[config.mk]
export PLATFORM = sky130hd
export DESIGN_NAME = software_timer_table
export DESIGN_NICKNAME = d
export VERILOG_FILES = /design/src/sttbl_pkg.sv /design/src/software_timer_table.sv /design/src/sttbl_ctrl.sv /design/src/sttbl_dp.sv
export SDC_FILE = /design/constraint.sdc
export NUM_CORES = 1
export LEC_CHECK = 0
export BUFFER_PORTS_ARGS = -buffer_cell sky130_fd_sc_hd__buf_2
export CORE_UTILIZATION = 45
export CTS_CLUSTER_SIZE = 20
export DETAILED_ROUTE_END_ITERATION = 16
export PLACE_DENSITY = 0.71
export SKIP_CTS_REPAIR_TIMING = 1
export SYNTH_ARGS = -nofsm -noshare
export SYNTH_HDL_FRONTEND = slang
export SYNTH_SLANG_ARGS = --single-unit
[constraint.sdc]
create_clock -name clk_i -period 9.5 [get_ports clk_i]
set_input_delay 1.9 -clock clk_i [delete_from_list [all_inputs] [get_ports clk_i]]
set_output_delay 1.9 -clock clk_i [all_outputs]
set_load 0.005 [all_outputs]
[src/sttbl_pkg.sv]
// ----------------------------------------------------------------------------
// sttbl_pkg: shared types and codes of the software timer table
// Item and result beat layouts, entry layout, command codes, status codes,
// configuration register indexes and the controller state type.
// ----------------------------------------------------------------------------
package sttbl_pkg;

  // Width of a slot number on the result port; it bounds the table at 64 slots.
  localparam int unsigned SLOT_W = 6;

  typedef enum logic [2:0] {
    KIND_TICK          = 3'd0,
    KIND_SET           = 3'd1,
    KIND_QUERY         = 3'd2,
    KIND_RESTART       = 3'd3,
    KIND_RESTART_LAPSE = 3'd4,
    KIND_DELETE        = 3'd5
  } kind_e;

  typedef enum logic [1:0] {
    STATUS_OK         = 2'd0,
    STATUS_FULL       = 2'd1,
    STATUS_NOT_FOUND  = 2'd2,
    STATUS_NO_RESTART = 2'd3
  } status_e;

  localparam logic [1:0] MODE_HOLD       = 2'd0;
  localparam logic [1:0] MODE_CONTINUOUS = 2'd1;

  localparam logic [1:0] CFG_MS_PER_TICK       = 2'd0;
  localparam logic [1:0] CFG_FRACTION_PER_TICK = 2'd1;
  localparam logic [1:0] CFG_FRACTION_MODULUS  = 2'd2;

  typedef struct packed {
    logic [2:0]  kind;
    logic [7:0]  tmr_id;
    logic [31:0] lapse;
    logic [1:0]  mode;
  } item_t;

  typedef struct packed {
    logic [1:0]        status;
    logic [SLOT_W-1:0] slot;
    logic              finished;
    logic              running;
    logic [31:0]       now_ms;
  } result_t;

  typedef struct packed {
    logic [7:0]  id;
    logic [31:0] start;
    logic [31:0] lapse;
    logic [1:0]  mode;
  } entry_t;

  // Commands from the controller to the datapath.
  typedef struct packed {
    logic              load;
    logic              rd_en;
    logic [SLOT_W-1:0] rd_slot;
    logic              eval_en;
    logic [SLOT_W-1:0] ev_slot;
    logic              emit;
  } dp_ctl_t;

  typedef enum logic [1:0] {
    ST_IDLE = 2'd0,
    ST_SCAN = 2'd1,
    ST_DONE = 2'd2
  } state_e;

endpackage

[src/software_timer_table.sv]
// ----------------------------------------------------------------------------
// software_timer_table: table of identified software timers
// Millisecond clock with fractional carry and a table of hold, continuous
// and one-shot timers, driven by one command beat at a time.
// ----------------------------------------------------------------------------
// A command beat is taken when start is high and busy is low. Every command
// walks the timer table one slot per cycle through the single read port of the
// entry memory, so a command that visits the whole table (tick, query, a set
// into a full table, an unknown id) reads every slot before it returns its
// result, and busy drops in the cycle in which the result is shown, so the next
// command can follow right away. Set, restart and delete stop at the first slot
// that serves them: a hit ends the walk, and the done state then emits the result.
// The result is shown for exactly one cycle with result_valid_o high; there
// is no way to hold it off, so the receiver must take it in that cycle. The
// configuration channel is always ready and is meant to be written only while
// the block is idle. Table contents come out of reset as free slots, so no
// clearing pass is needed.
module software_timer_table #(
  parameter int unsigned TABLE_SIZE = 8
) (
  input  logic               clk_i,
  input  logic               rst_ni,
  // Command channel.
  input  logic               start,
  output logic               busy,
  input  sttbl_pkg::item_t   item_i,
  // Configuration write channel.
  input  logic               cfg_valid_i,
  output logic               cfg_ready_o,
  input  logic [1:0]         cfg_index_i,
  input  logic [7:0]         cfg_data_i,
  // Result strobe.
  output sttbl_pkg::result_t result_o,
  output logic               result_valid_o
);
  import sttbl_pkg::*;

  dp_ctl_t ctl;
  logic    eval_hit;

  // Each register write lands in its register directly, so the channel never pushes back.
  assign cfg_ready_o = 1'b1;

  // The controller owns sequencing: accept, walk the slots, emit.
  sttbl_ctrl #(
    .TABLE_SIZE (TABLE_SIZE)
  ) u_ctrl (
    .clk_i      (clk_i),
    .rst_ni     (rst_ni),
    .start_i    (start),
    .busy_o     (busy),
    .eval_hit_i (eval_hit),
    .ctl_o      (ctl)
  );

  // The datapath owns the clock, the registers, the entries and the result.
  sttbl_dp #(
    .TABLE_SIZE (TABLE_SIZE)
  ) u_dp (
    .clk_i          (clk_i),
    .rst_ni         (rst_ni),
    .ctl_i          (ctl),
    .eval_hit_o     (eval_hit),
    .item_i         (item_i),
    .cfg_valid_i    (cfg_valid_i && cfg_ready_o),
    .cfg_index_i    (cfg_index_i),
    .cfg_data_i     (cfg_data_i),
    .result_o       (result_o),
    .result_valid_o (result_valid_o)
  );

endmodule

[src/sttbl_ctrl.sv]
// ----------------------------------------------------------------------------
// sttbl_ctrl: sequencer of the software timer table
// Accepts a command, walks the table one slot per cycle and ends the walk
// early on a hit, then asks the datapath to emit the result.
// ----------------------------------------------------------------------------
module sttbl_ctrl #(
  parameter int unsigned TABLE_SIZE = 8
) (
  input  logic               clk_i,
  input  logic               rst_ni,
  input  logic               start_i,
  output logic               busy_o,
  input  logic               eval_hit_i,
  output sttbl_pkg::dp_ctl_t ctl_o
);
  import sttbl_pkg::*;

  localparam int unsigned IdxW = (TABLE_SIZE > 1) ? $clog2(TABLE_SIZE) : 1;
  localparam logic [IdxW-1:0] LastIdx = IdxW'(TABLE_SIZE - 1);

  state_e          state_q, state_d;
  logic [IdxW-1:0] ev_idx_q, ev_idx_d;
  logic [IdxW-1:0] nxt_idx;
  logic            last;

  always_ff @(posedge clk_i or negedge rst_ni) begin
    if (!rst_ni) begin
      state_q  <= ST_IDLE;
      ev_idx_q <= '0;
    end else begin
      state_q  <= state_d;
      ev_idx_q <= ev_idx_d;
    end
  end

  always_comb begin
    state_d  = state_q;
    ev_idx_d = ev_idx_q;
    ctl_o    = '0;
    nxt_idx  = ev_idx_q + 1'b1;
    last     = (ev_idx_q == LastIdx);
    busy_o   = (state_q != ST_IDLE);
    case (state_q)
      ST_IDLE: begin
        if (start_i) begin
          ctl_o.load    = 1'b1;
          ctl_o.rd_en   = 1'b1;
          ctl_o.rd_slot = '0;
          ev_idx_d      = '0;
          state_d       = ST_SCAN;
        end
      end
      ST_SCAN: begin
        ctl_o.eval_en = 1'b1;
        ctl_o.ev_slot = SLOT_W'(ev_idx_q);
        if (eval_hit_i || last) begin
          state_d = ST_DONE;
        end else begin
          ctl_o.rd_en   = 1'b1;
          ctl_o.rd_slot = SLOT_W'(nxt_idx);
          ev_idx_d      = nxt_idx;
        end
      end
      ST_DONE: begin
        ctl_o.emit = 1'b1;
        state_d    = ST_IDLE;
      end
      default: begin
        state_d = ST_IDLE;
      end
    endcase
  end

  a_start_busy: assert property (@(posedge clk_i) disable iff (!rst_ni)
    (start_i && !busy_o) |=> busy_o)
    else $error("accepted command did not raise busy");

  a_scan_step: assert property (@(posedge clk_i) disable iff (!rst_ni)
    (state_q == ST_SCAN && ctl_o.rd_en) |=> (ev_idx_q == $past(nxt_idx)))
    else $error("table walk skipped a slot");

  a_scan_end: assert property (@(posedge clk_i) disable iff (!rst_ni)
    (state_q == ST_SCAN && last) |=> (state_q == ST_DONE))
    else $error("table walk ran past the last slot");

endmodule

[src/sttbl_dp.sv]
// ----------------------------------------------------------------------------
// sttbl_dp: datapath of the software timer table
// Holds the configuration, the millisecond clock, the entry memory and the
// result register, and evaluates one slot per cycle under controller command.
// ----------------------------------------------------------------------------
module sttbl_dp #(
  parameter int unsigned TABLE_SIZE = 8
) (
  input  logic               clk_i,
  input  logic               rst_ni,
  input  sttbl_pkg::dp_ctl_t ctl_i,
  output logic               eval_hit_o,
  input  sttbl_pkg::item_t   item_i,
  input  logic               cfg_valid_i,
  input  logic [1:0]         cfg_index_i,
  input  logic [7:0]         cfg_data_i,
  output sttbl_pkg::result_t result_o,
  output logic               result_valid_o
);
  import sttbl_pkg::*;

  localparam int unsigned IdxW = (TABLE_SIZE > 1) ? $clog2(TABLE_SIZE) : 1;

  logic [7:0]        ms_per_tick_q, frac_per_tick_q, frac_mod_q;
  logic [31:0]       clock_ms_q;
  logic [7:0]        clock_frac_q;
  item_t             item_q;
  entry_t            mem_q [TABLE_SIZE];
  logic [TABLE_SIZE-1:0] slot_vld_q;
  entry_t            rd_ent_q;
  logic              rd_vld_q;
  status_e           status_q;
  logic [SLOT_W-1:0] slot_q;
  logic              fin_q;
  result_t           result_q;
  logic              result_valid_q;

  logic [IdxW-1:0] rd_idx, ev_idx;
  logic [7:0]      frac_sum, frac_next;
  logic [31:0]     ms_next;
  logic            carry;
  entry_t          ent, wr_ent, freed;
  logic            wr_en, elapsed, id_match, query_hit;
  status_e         hit_status, load_status;

  assign rd_idx = ctl_i.rd_slot[IdxW-1:0];
  assign ev_idx = ctl_i.ev_slot[IdxW-1:0];

  // Clock advance of a tick: whole step, then at most one carry from the fraction.
  always_comb begin
    frac_sum  = clock_frac_q + frac_per_tick_q;
    carry     = (frac_sum >= frac_mod_q);
    frac_next = carry ? (frac_sum - frac_mod_q) : frac_sum;
    ms_next   = clock_ms_q + {24'd0, ms_per_tick_q} + {31'd0, carry};
  end

  always_comb begin
    // The item register is loaded at the same edge, so look at the incoming beat.
    case (item_i.kind)
      KIND_SET:                                     load_status = STATUS_FULL;
      KIND_RESTART, KIND_RESTART_LAPSE, KIND_DELETE: load_status = STATUS_NOT_FOUND;
      default:                                      load_status = STATUS_OK;
    endcase
  end

  // Evaluation of the slot whose read data sits in rd_ent_q.
  always_comb begin
    ent        = rd_vld_q ? rd_ent_q : '0;
    elapsed    = ((clock_ms_q - ent.start) >= ent.lapse);
    id_match   = (item_q.tmr_id != 8'd0) && (ent.id == item_q.tmr_id);
    freed      = '{id: 8'd0, start: 32'd0, lapse: 32'd0, mode: ent.mode};
    wr_en      = 1'b0;
    wr_ent     = ent;
    eval_hit_o = 1'b0;
    hit_status = STATUS_OK;
    query_hit  = 1'b0;
    if (ctl_i.eval_en) begin
      case (item_q.kind)
        KIND_TICK: begin
          if (ent.id != 8'd0 && elapsed && ent.mode != MODE_HOLD) begin
            wr_en = 1'b1;
            if (ent.mode == MODE_CONTINUOUS) begin
              wr_ent.start = clock_ms_q;
            end else begin
              wr_ent = freed;
            end
          end
        end
        KIND_SET: begin
          if (ent.id == 8'd0) begin
            eval_hit_o = 1'b1;
            wr_en      = 1'b1;
            wr_ent     = '{id: item_q.tmr_id, start: clock_ms_q,
                           lapse: item_q.lapse, mode: item_q.mode};
          end
        end
        KIND_QUERY: begin
          query_hit = id_match && elapsed;
        end
        KIND_RESTART, KIND_RESTART_LAPSE: begin
          if (id_match) begin
            eval_hit_o = 1'b1;
            if (ent.mode != MODE_HOLD) begin
              hit_status = STATUS_NO_RESTART;
            end else begin
              wr_en        = 1'b1;
              wr_ent.start = clock_ms_q;
              if (item_q.kind == KIND_RESTART_LAPSE) begin
                wr_ent.lapse = item_q.lapse;
              end
            end
          end
        end
        KIND_DELETE: begin
          if (id_match) begin
            eval_hit_o = 1'b1;
            wr_en      = 1'b1;
            wr_ent     = freed;
          end
        end
        default: begin
        end
      endcase
    end
  end

  // Entry memory: one write and one registered read per cycle.
  always_ff @(posedge clk_i) begin
    if (wr_en) begin
      mem_q[ev_idx] <= wr_ent;
    end
    if (ctl_i.rd_en) begin
      rd_ent_q <= mem_q[rd_idx];
    end
  end

  always_ff @(posedge clk_i) begin
    if (ctl_i.load) begin
      item_q <= item_i;
    end
    if (ctl_i.emit) begin
      result_q.status   <= status_q;
      result_q.slot     <= slot_q;
      result_q.finished <= fin_q;
      result_q.running  <= (item_q.kind == KIND_QUERY) && !fin_q;
      result_q.now_ms   <= clock_ms_q;
    end
  end

  always_ff @(posedge clk_i or negedge rst_ni) begin
    if (!rst_ni) begin
      ms_per_tick_q   <= 8'd1;
      frac_per_tick_q <= 8'd3;
      frac_mod_q      <= 8'd125;
      clock_ms_q      <= '0;
      clock_frac_q    <= '0;
      slot_vld_q      <= '0;
      rd_vld_q        <= 1'b0;
      status_q        <= STATUS_OK;
      slot_q          <= '0;
      fin_q           <= 1'b0;
      result_valid_q  <= 1'b0;
    end else begin
      result_valid_q <= ctl_i.emit;
      if (cfg_valid_i) begin
        case (cfg_index_i)
          CFG_MS_PER_TICK:       ms_per_tick_q   <= cfg_data_i;
          CFG_FRACTION_PER_TICK: frac_per_tick_q <= cfg_data_i;
          CFG_FRACTION_MODULUS:  frac_mod_q      <= cfg_data_i;
          default: begin
          end
        endcase
      end
      if (ctl_i.load) begin
        status_q <= load_status;
        slot_q   <= '0;
        fin_q    <= 1'b0;
        if (item_i.kind == KIND_TICK) begin
          clock_ms_q   <= ms_next;
          clock_frac_q <= frac_next;
        end
      end
      if (ctl_i.rd_en) begin
        rd_vld_q <= slot_vld_q[rd_idx];
      end
      if (wr_en) begin
        slot_vld_q[ev_idx] <= 1'b1;
      end
      if (eval_hit_o) begin
        status_q <= hit_status;
        if (item_q.kind == KIND_SET) begin
          slot_q <= ctl_i.ev_slot;
        end
      end
      if (query_hit) begin
        fin_q <= 1'b1;
      end
    end
  end

  assign result_o       = result_q;
  assign result_valid_o = result_valid_q;

  a_strobe_single: assert property (@(posedge clk_i) disable iff (!rst_ni)
    result_valid_q |=> !result_valid_q)
    else $error("result strobe held for more than one cycle");

  a_hit_in_scan: assert property (@(posedge clk_i) disable iff (!rst_ni)
    eval_hit_o |-> ctl_i.eval_en)
    else $error("slot hit reported outside the table walk");

  a_clock_on_tick: assert property (@(posedge clk_i) disable iff (!rst_ni)
    (clock_ms_q != $past(clock_ms_q)) |-> $past(ctl_i.load && item_i.kind == KIND_TICK))
    else $error("millisecond clock moved without a tick");

endmodule
# After elaboration in Yosys (flattened, before gate mapping)

Memory sizes are Yosys's and may differ from the RTL's. A register that Yosys moved wholly into a read port is not among the register bits.
Index checks and enable logic that the tools add are counted.

Output and inout port bits: 45
Logic and storage cells: 139
Memories: 1
RAM bits: 592
Register bits after elaboration: 175
Bits of input ports: 59

Reduce and logical (&&, ||, !) cells: 29
Mux-type cells: 56
$lt $le $gt $ge: 5
Bitwise logic cells: 1
Eq/ne operators: 19
$add $sub $neg: 6

Memory list:

| memory     | depth | width | rd ports | clocked after memory_dff | write ports | line           | RTL |
|---|---|---|---|---|---|---|---|
| u_dp.mem_q | 8     | 74    | 1        | 1                        | 1           | sttbl_dp.sv:28 | `entry_t mem_q [TABLE_SIZE];` |

Operator list:

| cell                                                                   | count |
|---|---|
| 74-bit 2-to-1 mux                                                      | 5 |
| 64-bit one-hot mux with 4 select lines                                 | 1 |
| 64-bit 2-to-1 mux                                                      | 2 |
| 32-bit 2-to-1 mux                                                      | 2 |
| 34-bit 2-to-1 mux                                                      | 1 |
| 32-bit by 1-bit adder with 32-bit output                               | 1 |
| 32-bit by 8-bit adder with 32-bit output                               | 1 |
| 32-bit greater-or-equal comparator                                     | 1 |
| 32-bit subtractor                                                      | 1 |
| 8-bit 2-to-1 mux                                                       | 3 |
| 8-bit one-hot mux with 3 select lines                                  | 1 |
| 6-bit 2-to-1 mux                                                       | 3 |
| 1-bit 2-to-1 mux                                                       | 17 |
| 2-bit 2-to-1 mux                                                       | 8 |
| 8-bit nonzero test                                                     | 2 |
| 3-bit equality test (second input constant)                            | 5 |
| 7-bit 2-to-1 mux                                                       | 2 |
| 7-bit one-hot mux with 2 select lines                                  | 1 |
| 2-bit AND reduction                                                    | 5 |
| 2-bit nonzero test                                                     | 5 |
| 3-bit by 2-bit equality test with 1-bit output (second input constant) | 3 |
| 8-bit adder                                                            | 1 |
| 8-bit equality test                                                    | 1 |
| 8-bit greater-or-equal comparator                                      | 1 |
| other kinds (27)                                                       | 43 |

# Depth between registers and ports, before layout

Gate-level depths: netlist of the first run.

Depth in word-level cells: 11
Gate-level depth with buffers: 29
Depth with buffers taken out: 24

# By module

From an unflattened synthesis of the first run, not the netlist that was laid out.

Cells, all modules: 2,078
Area, all modules: 35,547.8 sq um

By module, submodules not included:

| module               | area each (sq um) | cells each | seq. area each (sq um) | times used |
|---|---|---|---|---|
| sttbl_dp             | 35,183.7          | 2,042      | 24,699.9               | 1 |
| sttbl_ctrl           | 352.8             | 34         | 125.1                  | 1 |
| software_timer_table | 11.3              | 2          | 0.0                    | 1 |

# Worst setup path after synthesis of the first run

Ideal clock, no wire load.

Path kind: register to register
Start point: reg u_dp.rd_vld_q
End point: mem u_dp.mem_q[7][0] (netlist bit), enable pin
Period minus slack after synthesis: 9.969 ns
Buffers on the path: 8
Data required time: 8.992 ns
Setup time: 0.508 ns
Stages on the path, launching flop included: 30
Arrival time: 9.461 ns
Setup slack: -0.469 ns
Cell sequence: dfrtp_1 buf_2 clkbuf_1 clkbuf_1 clkbuf_1 clkbuf_1 nand2_1 ha_1 clkbuf_1 o211ai_1 nor3_1 nand4b_1 a211oi_1 o2111ai_1 nand2_1 a31oi_1 or4b_1 nand4_1 ha_1 nand4_1 or4_4 nor4_1 a222oi_1 a21o_1 o21ai_1 or4b_1 buf_2 or2_1 buf_6 nor2_1

Word-level cells in the longest chain between the ends: 10
Elaborated cells on any way between the ends: 19
Classes of those cells: add/sub (1); order compare (1); eq/ne (1); mux (10); reduce/logical (6)

RTL lines:

| element                                  | line            | RTL |
|---|---|---|
| start, declared                          | sttbl_dp.sv:31  | `logic rd_vld_q;` |
| start signal, assigned                   | sttbl_dp.sv:184 | `rd_vld_q <= slot_vld_q[rd_idx];` |
| 74-bit 2-to-1 mux *                      | sttbl_dp.sv:68  | `ent = rd_vld_q ? rd_ent_q : '0;` |
| 32-bit subtractor                        | sttbl_dp.sv:69  | `elapsed = ((clock_ms_q - ent.start) >= ent.lapse);` |
| 32-bit greater-or-equal comparator       | sttbl_dp.sv:69  |  |
| 1-bit logical AND (2 in series)          | sttbl_dp.sv:80  | `if (ent.id != 8'd0 && elapsed && ent.mode != MODE_HOLD) begin` |
| 1-bit 2-to-1 mux                         | sttbl_dp.sv:80  |  |
| 1-bit one-hot mux with 4 select lines *  | sttbl_dp.sv:78  | `case (item_q.kind)` |
| 1-bit 2-to-1 mux *                       | sttbl_dp.sv:77  | `if (ctl_i.eval_en) begin` |
| 1-bit 2-to-1 mux *                       | sttbl_dp.sv:129 | `if (wr_en) begin` |
| 1-bit 2-to-1 mux (implied by the code) * | sttbl_dp.sv:130 | `mem_q[ev_idx] <= wr_ent;` |
| end, declared                            | sttbl_dp.sv:28  |  |

Every way passes the cells marked *; elsewhere a longest branch is shown, timed or not.

# Worst setup path after layout of the first run

Start point: reg u_dp.rd_vld_q
End point: mem u_dp.mem_q[6][42] (netlist bit), enable pin

Same word-level chain as after synthesis.

==> results.json, run 1 <==
{
  "pre_cts_slack_ps": 1290,
  "min_period_ps": 8330,
  "fin_nets": 2874,
  "final_common_cell": "edfxtp_1",
  "cp.arrival_ps": 8610,
  "netlist.area_leader.share_pct": 62.3,
  "worst_pin_slew_ps": 1310,
  "power_density_nw_per_um2": 365,
  "htree_levels": 3,
  "core_area_um2": 79400,
  "die_area_um2": 81800,
  "slew_violations": 0,
  "setup_ws_ps": 1170,
  "dieHeight_um": 286,
  "power_leakage_nw": 14.6,
  "synth_warnings": 0,
  "yosysUniqueCellTypes": 75,
  "gp_congestion": 0.941,
  "whs_endpoint": "u_dp.result_o[34]$_DFFE_PP_",
  "syn_area_um2": 36300,
  "cts_inserted_buffers": 87,
  "cp-start-kind": "flop",
  "synth_flop_cell": "edfxtp_1",
  "synthTopCellsByArea": "edfxtp_1 62%, dfrtp_1 5.4%, nand2_1 4.8%",
  "r2r_slack_ps": 1170,
  "r2r-end": "u_dp.mem_q[6][42]$_DFFE_PP_",
  "hold_viol_final": 0,
  "cp_slowest_cell": "dfrtp_4",
  "cts_sinks": 841,
  "path_max_fanout": 34,
  "path_clk_slew_ps": 60,
  "status": "finished, final reports clean",
  "final_layout_size_suffix_gt1_share_pct": 13.9,
  "final_cells": 3848,
  "gr-total-overflow": 0,
  "tns_ps": 0,
  "max_freq_mhz": 120,
  "fin_skew_ps": 28.5,
  "portBuffers": 102,
  "r2r-start": "u_dp.rd_vld_q$_DFFE_PN0P_",
  "syn-instance-count": 2628,
  "synth.avg_cell_area_um2": 13.8,
  "area_growth_pct": 13.1,
  "drt.antenna.violating_nets": 0,
  "dp_hpwl_um": 52500,
  "drc_errors": 0,
  "io_pins": 104,
  "wl_um": 89800,
  "yosys.area.top_type": "edfxtp_1",
  "maxCapViolCount": 0,
  "holdCritPathClass": "reg -> reg",
  "place_inst": 3684,
  "fin_crit_sh_pct": 87.7,
  "wl_per_cell_um": 23.3,
  "slew_headroom_pct": 12.5,
  "clk_path_buf_depth": 3,
  "rsz0062_at_grt": "false",
  "grt_max_degree": 157,
  "ys_seq_elements": 841,
  "synth_fp_nets": 2779,
  "criticalPathCategory": "reg -> reg",
  "grt_util_all_layers_pct": 21.8,
  "synth_edf_count": 753,
  "via_per_inst": 5.98,
  "clock_latency_ps": 650,
  "die_x_um": 286,
  "setup_viol": 0,
  "antenna_found_initial": 0,
  "layout_common_cells": "753 x edfxtp_1, 464 x nand2_1, 166 x nand3_1, 159 x mux2i_1, 101 x buf_2",
  "detail_route.first_pass.iterations": 5,
  "start_util_pct": 45.7,
  "irDropWorstVdd_v": 0.000245,
  "drt_iter0_markers": 2494,
  "grt_pass1_vias": 22952,
  "crit_required_ps": 9780,
  "fp-row-count": 103,
  "yosysSeqAreaShare_pct": 68.4,
  "synthArstFlopShare_pct": 10.5,
  "holdPathStages": 0,
  "fin_area_um2": 41000,
  "placed_area_um2": 38200,
  "end_kind": "flop",
  "hold_start": "u_dp.slot_q[0]$_DFF_PN0_",
  "clock-root-buffer": "clkbuf_16",
  "cts_tree": "done",
  "max_stage_delay_ps": 630,
  "reg2reg_depth": 25,
  "grt_pass1_wl_um": 136000,
  "num_vias": 23021
}
==> state kept, by name, indices dropped and copies added (netlist names), 2 cells and up <==
register,cells
u_dp.item_q,45
u_dp.status_q,2
u_dp.clock_frac_q,8
u_dp.rd_ent_q,74
u_dp.slot_q,6
u_dp.result_o,42
u_dp.ms_per_tick_q,8
u_dp.slot_vld_q,8
u_dp.frac_mod_q,8
u_ctrl.state_q,2
u_dp.clock_ms_q,32
u_dp.frac_per_tick_q,8
u_dp.mem_q,592
u_ctrl.ev_idx_q,3
==> area by class of cell <==
| cell class | instances | area [um2] |
|---|---|---|
| Antenna cell | 1 | 2.50 |
| Clock buffer | 110 | 2310 |
| Clock inverter | 53 | 564 |
| Fill cell | 6496 | 38300 |
| Inverter | 38 | 143 |
| Multi-Input combinational cell | 1608 | 10900 |
| Sequential cell | 841 | 24800 |
| Tap cell | 1050 | 1310 |
| Timing Repair Buffer | 147 | 976 |
==> synth_stat cells (6+ instances only) <==
cell,n
a211oi_1,9
a21o_1,30
a21oi_1,57
a221o_1,7
a221oi_1,75
a22o_1,6
a22oi_1,6
a31o_1,35
a31o_2,41
a31oi_1,9
a32o_1,49
and2_1,9
and3_1,15
buf_1,8
buf_2,23
clkbuf_1,106
dfrtp_1,79
dfstp_2,9
edfxtp_1,753
ha_1,87
inv_1,37
mux2_2,27
mux2i_1,159
nand2_1,465
nand2b_1,8
nand3_1,169
nand3b_1,7
nand4_1,18
nor2_1,55
nor2b_1,7
nor3_1,17
o211ai_1,8
o21a_1,7
o21ai_0,68
o21bai_1,13
xnor2_1,48
xor2_1,23
==> metrics by stage <==
| stage | power [mW] | hold slack [ps] | utilization, % |
|---|---|---|---|
| after global routing | 15.7 | 460 | 51.7 |
| after CTS | 14.9 | 447 | 51.7 |
| after floorplan | 9.71 | 417 | - |
| after global placement | 11.3 | 432 | 48.1 |
| after detailed placement | 11.5 | 432 | 48.1 |
| final | 15.0 | 446 | 51.7 |
==> logic make-up (layout without fill, tap and decap cells) <==
family / Yosys count / after routing / share of synthesized area, %
flops: 841 / 841 / 68.4
simple gates: 789 / 789 / 9.48
compound gates: 469 / 469 / 9.89
mux: 186 / 186 / 5.22
buf+inv: 179 / 348 / 1.98
fa+ha+maj: 92 / 92 / 3.28
xor+xnor: 71 / 71 / 1.71
other cells: 1 / 2 / 0.0103
==> power by group <==
part / leakage (nW) / total, mW / internal, mW / switching, mW
combinational: 5.14 / 5.93 / 2.10 / 3.83
clock: 1.39 / 3.42 / 1.99 / 1.44
sequential: 8.04 / 5.61 / 5.29 / 0.325
==> metal layers <==
metal	vias to the layer above	track usage (%)	wire length, um
li1	10270	-	-
met1	11488	29.0	36900
met2	1083	35.1	42300
met3	180	4.11	7350
met4	0	9.04	3190
met5	-	0	0
==> how the worst max path moves through the flow <==
stage	startpoint	end	cells past startpoint
6_report	u_dp.rd_vld_q$_DFFE_PN0P_	u_dp.mem_q[6][42]$_DFFE_PP_	25
2_1_floorplan	u_dp.rd_vld_q$_DFFE_PN0P_	u_dp.mem_q[1][0]$_DFFE_PP_	29
3_3_place_gp	u_dp.rd_vld_q$_DFFE_PN0P_	u_dp.mem_q[6][41]$_DFFE_PP_	25
5_1_grt	u_dp.rd_vld_q$_DFFE_PN0P_	u_dp.mem_q[6][44]$_DFFE_PP_	25
3_5_place_dp	u_dp.rd_vld_q$_DFFE_PN0P_	u_dp.mem_q[6][41]$_DFFE_PP_	25
4_1_cts	u_dp.rd_vld_q$_DFFE_PN0P_	u_dp.mem_q[6][44]$_DFFE_PP_	25
==> critical path, delay by kind of cell, from the launching register on <==
kind            cells  cell delay, ps
flops               1             630
compound gates      8            2030
buf+inv             3             850
mux                 1             260
simple gates       10            3200
fa+ha+maj           3             930
No activity file was read; power rests on OpenSTA's default activity.
==> inputs of run 2 (changes only) <==
- PLACE_DENSITY: 0.71 -> 0.69
- clock period: 9.5 -> 10.45 ns (I/O delays scaled with it)
==> run 2 against run 1 <==
  * Worst hold slack improved by 5.4 ps
  * Register-to-register slack improved by 690 ps
  * Sequential cell count unchanged
  * Largest cell class unchanged
  * Highest routed layer unchanged
==> results.json, run 2 (synthesis gave the netlist of run 1 again) <==
{
  "status": "finished, final reports clean",
  "setup_ws_ps": 1860,
  "start_util_pct": 45.7,
  "via_per_inst": 5.94,
  "slew_headroom_pct": 13.2,
  "largest_register_ffs": 592,
  "cp.arrival_ps": 8850,
  "drt_iter0_markers": 2211,
  "setup_viol": 0,
  "globalRouteMet1Util_pct": 29.5,
  "drt.antenna.violating_nets": 0,
  "r2r_slack_ps": 1860,
  "criticalPathCategory": "reg -> reg",
  "detail_route.first_pass.iterations": 5,
  "max_freq_mhz": 116,
  "die_x_um": 286,
  "swShare_pct": 37.2,
  "wl_um": 90500,
  "core_area_um2": 79400,
  "irDropWorstVdd_v": 0.000234,
  "area_growth_pct": 12.9,
  "cts_tree": "done",
  "grt_pass1_wl_um": 136000,
  "tns_ps": 0,
  "busiest_layer": "met2",
  "rsz0062_at_grt": "false",
  "portBuffers": 102,
  "layout_common_cells": "753 x edfxtp_1, 464 x nand2_1, 166 x nand3_1, 159 x mux2i_1, 101 x buf_2",
  "holdCritPathClass": "reg -> reg",
  "placed_area_um2": 38100,
  "hold_viol_final": 0,
  "antenna_found_initial": 1,
  "dieHeight_um": 286,
  "final_layout_size_suffix_gt1_share_pct": 13.9,
  "power_leakage_nw": 14.6,
  "clk_path_buf_depth": 3,
  "min_period_ps": 8590,
  "max_stage_delay_ps": 860,
  "fin_nets": 2871,
  "grt_util_met3_pct": 4.71,
  "regMostFlops": "u_dp.mem_q",
  "num_vias": 22809,
  "cp_slowest_cell": "dfrtp_4",
  "path_clk_slew_ps": 60,
  "p_sw_mw": 5.04,
  "grt_max_degree": 146,
  "gp_congestion": 0.942,
  "wl_per_cell_um": 23.6,
  "p_comb_share_pct": 39.1,
  "grt_util_all_layers_pct": 22.0,
  "cts_inserted_buffers": 86,
  "slew_violations": 0,
  "end_kind": "flop",
  "fin_crit_sh_pct": 82.2,
  "maxCapViolCount": 0,
  "cpMostUsedCell": "buf_4",
  "cp-start-kind": "flop",
  "path_max_fanout": 65,
  "htree_levels": 3,
  "drc_errors": 0,
  "power_density_nw_per_um2": 331,
  "grt_pass1_vias": 22772,
  "internal_power_mw": 8.52,
  "pwr-share-clk_pct": 23.0,
  "fin_skew_ps": 32.6,
  "grt_use_met2_pct": 34.8,
  "final_common_cell": "edfxtp_1",
  "dp_hpwl_um": 53600,
  "crit_required_ps": 10720,
  "pre_cts_slack_ps": 1960,
  "worst_pin_slew_ps": 1300,
  "io_pins": 104,
  "seqPwrFrac_pct": 37.9,
  "clock_latency_ps": 660,
  "diodes": 0,
  "cts_sinks": 841,
  "clock-root-buffer": "clkbuf_16",
  "gr-total-overflow": 0,
  "fin_area_um2": 41000,
  "die_area_um2": 81800,
  "fp-row-count": 103,
  "post-route-util_pct": 51.6,
  "reg.largest.list": "u_dp.mem_q x592, u_dp.rd_ent_q x74, u_dp.item_q x45"
}
==> run 2: changes by cell type in the layout (fill, tap and decap cells not counted), moves of 2 or more <==
cell,previous run,this run
buf_4,36,40
clkinv_1,13,10
clkinvlp_4,6,2
clkinv_2,13,17
clkinv_4,2,4
inv_6,4,2
clkinv_8,4,2
buf_12,10,4
inv_16,0,2
==> run 2: cell type report <==
type                    count  area [um2]
clock inverters            48         533
inverters                  38         143
fillers                  6542       38400
repair buffers            145         886
well taps                1050        1310
clock buffers             113        2360
flip-flops and latches    841       24800
multi-input cells        1608       10900
==> run 2: worst max-delay path, delay by kind of cell (launching register included) <==
| family | cells | cell delay (ps) |
|---|---|---|
| AO/OA/AOI/OAI | 8 | 1780 |
| adder cells (fa/ha/maj) | 3 | 920 |
| buffers and inverters | 4 | 1590 |
| flip-flops | 1 | 860 |
| multiplexers | 1 | 230 |
| AND/OR/NAND/NOR | 10 | 2730 |
==> run 2: layer usage <==
metal  vias to the layer above  wire length, um
li1                      10263                -
met1                     11405            37900
met2                       986            41800
met3                       155             7770
met4                         0             3140
met5                         -                0
==> run 2: worst paths after layout <==
check,start,depth (start not counted),endpoint
max,u_dp.rd_vld_q$_DFFE_PN0P_,26,u_dp.mem_q[2][16]$_DFFE_PP_
max reg2reg,u_dp.rd_vld_q$_DFFE_PN0P_,26,u_dp.mem_q[2][16]$_DFFE_PP_
max in group asynchronous,rst_ni,2,u_dp.clock_ms_q[28]$_DFFE_PN0P_
min in group asynchronous,rst_ni,1,u_dp.clock_frac_q[0]$_DFFE_PN0P_
min,u_dp.slot_q[0]$_DFF_PN0_,0,u_dp.result_o[34]$_DFFE_PP_
min reg2reg,u_dp.slot_q[0]$_DFF_PN0_,0,u_dp.result_o[34]$_DFFE_PP_
==> run 2: through the flow <==
step / hold slack [ps] / instances / total power [mW]
floorplan: 417 / 2628 / 8.83
global placement: 437 / 3682 / 10.2
detailed placement: 441 / 3682 / 10.4
CTS: 455 / 3843 / 13.6
global route: 465 / 3843 / 14.3
finish: 451 / 3843 / 13.6
==> run 2: power groups by stage <==
stage	combinational, mW	clock (mW)	sequential [mW]
6_report	5.29	3.12	5.14
5_1_grt	5.77	3.31	5.18
3_3_place_gp	5.04	0	5.17
3_5_place_dp	5.22	0	5.19
2_1_floorplan	3.75	0	5.08
4_1_cts	5.26	3.18	5.13
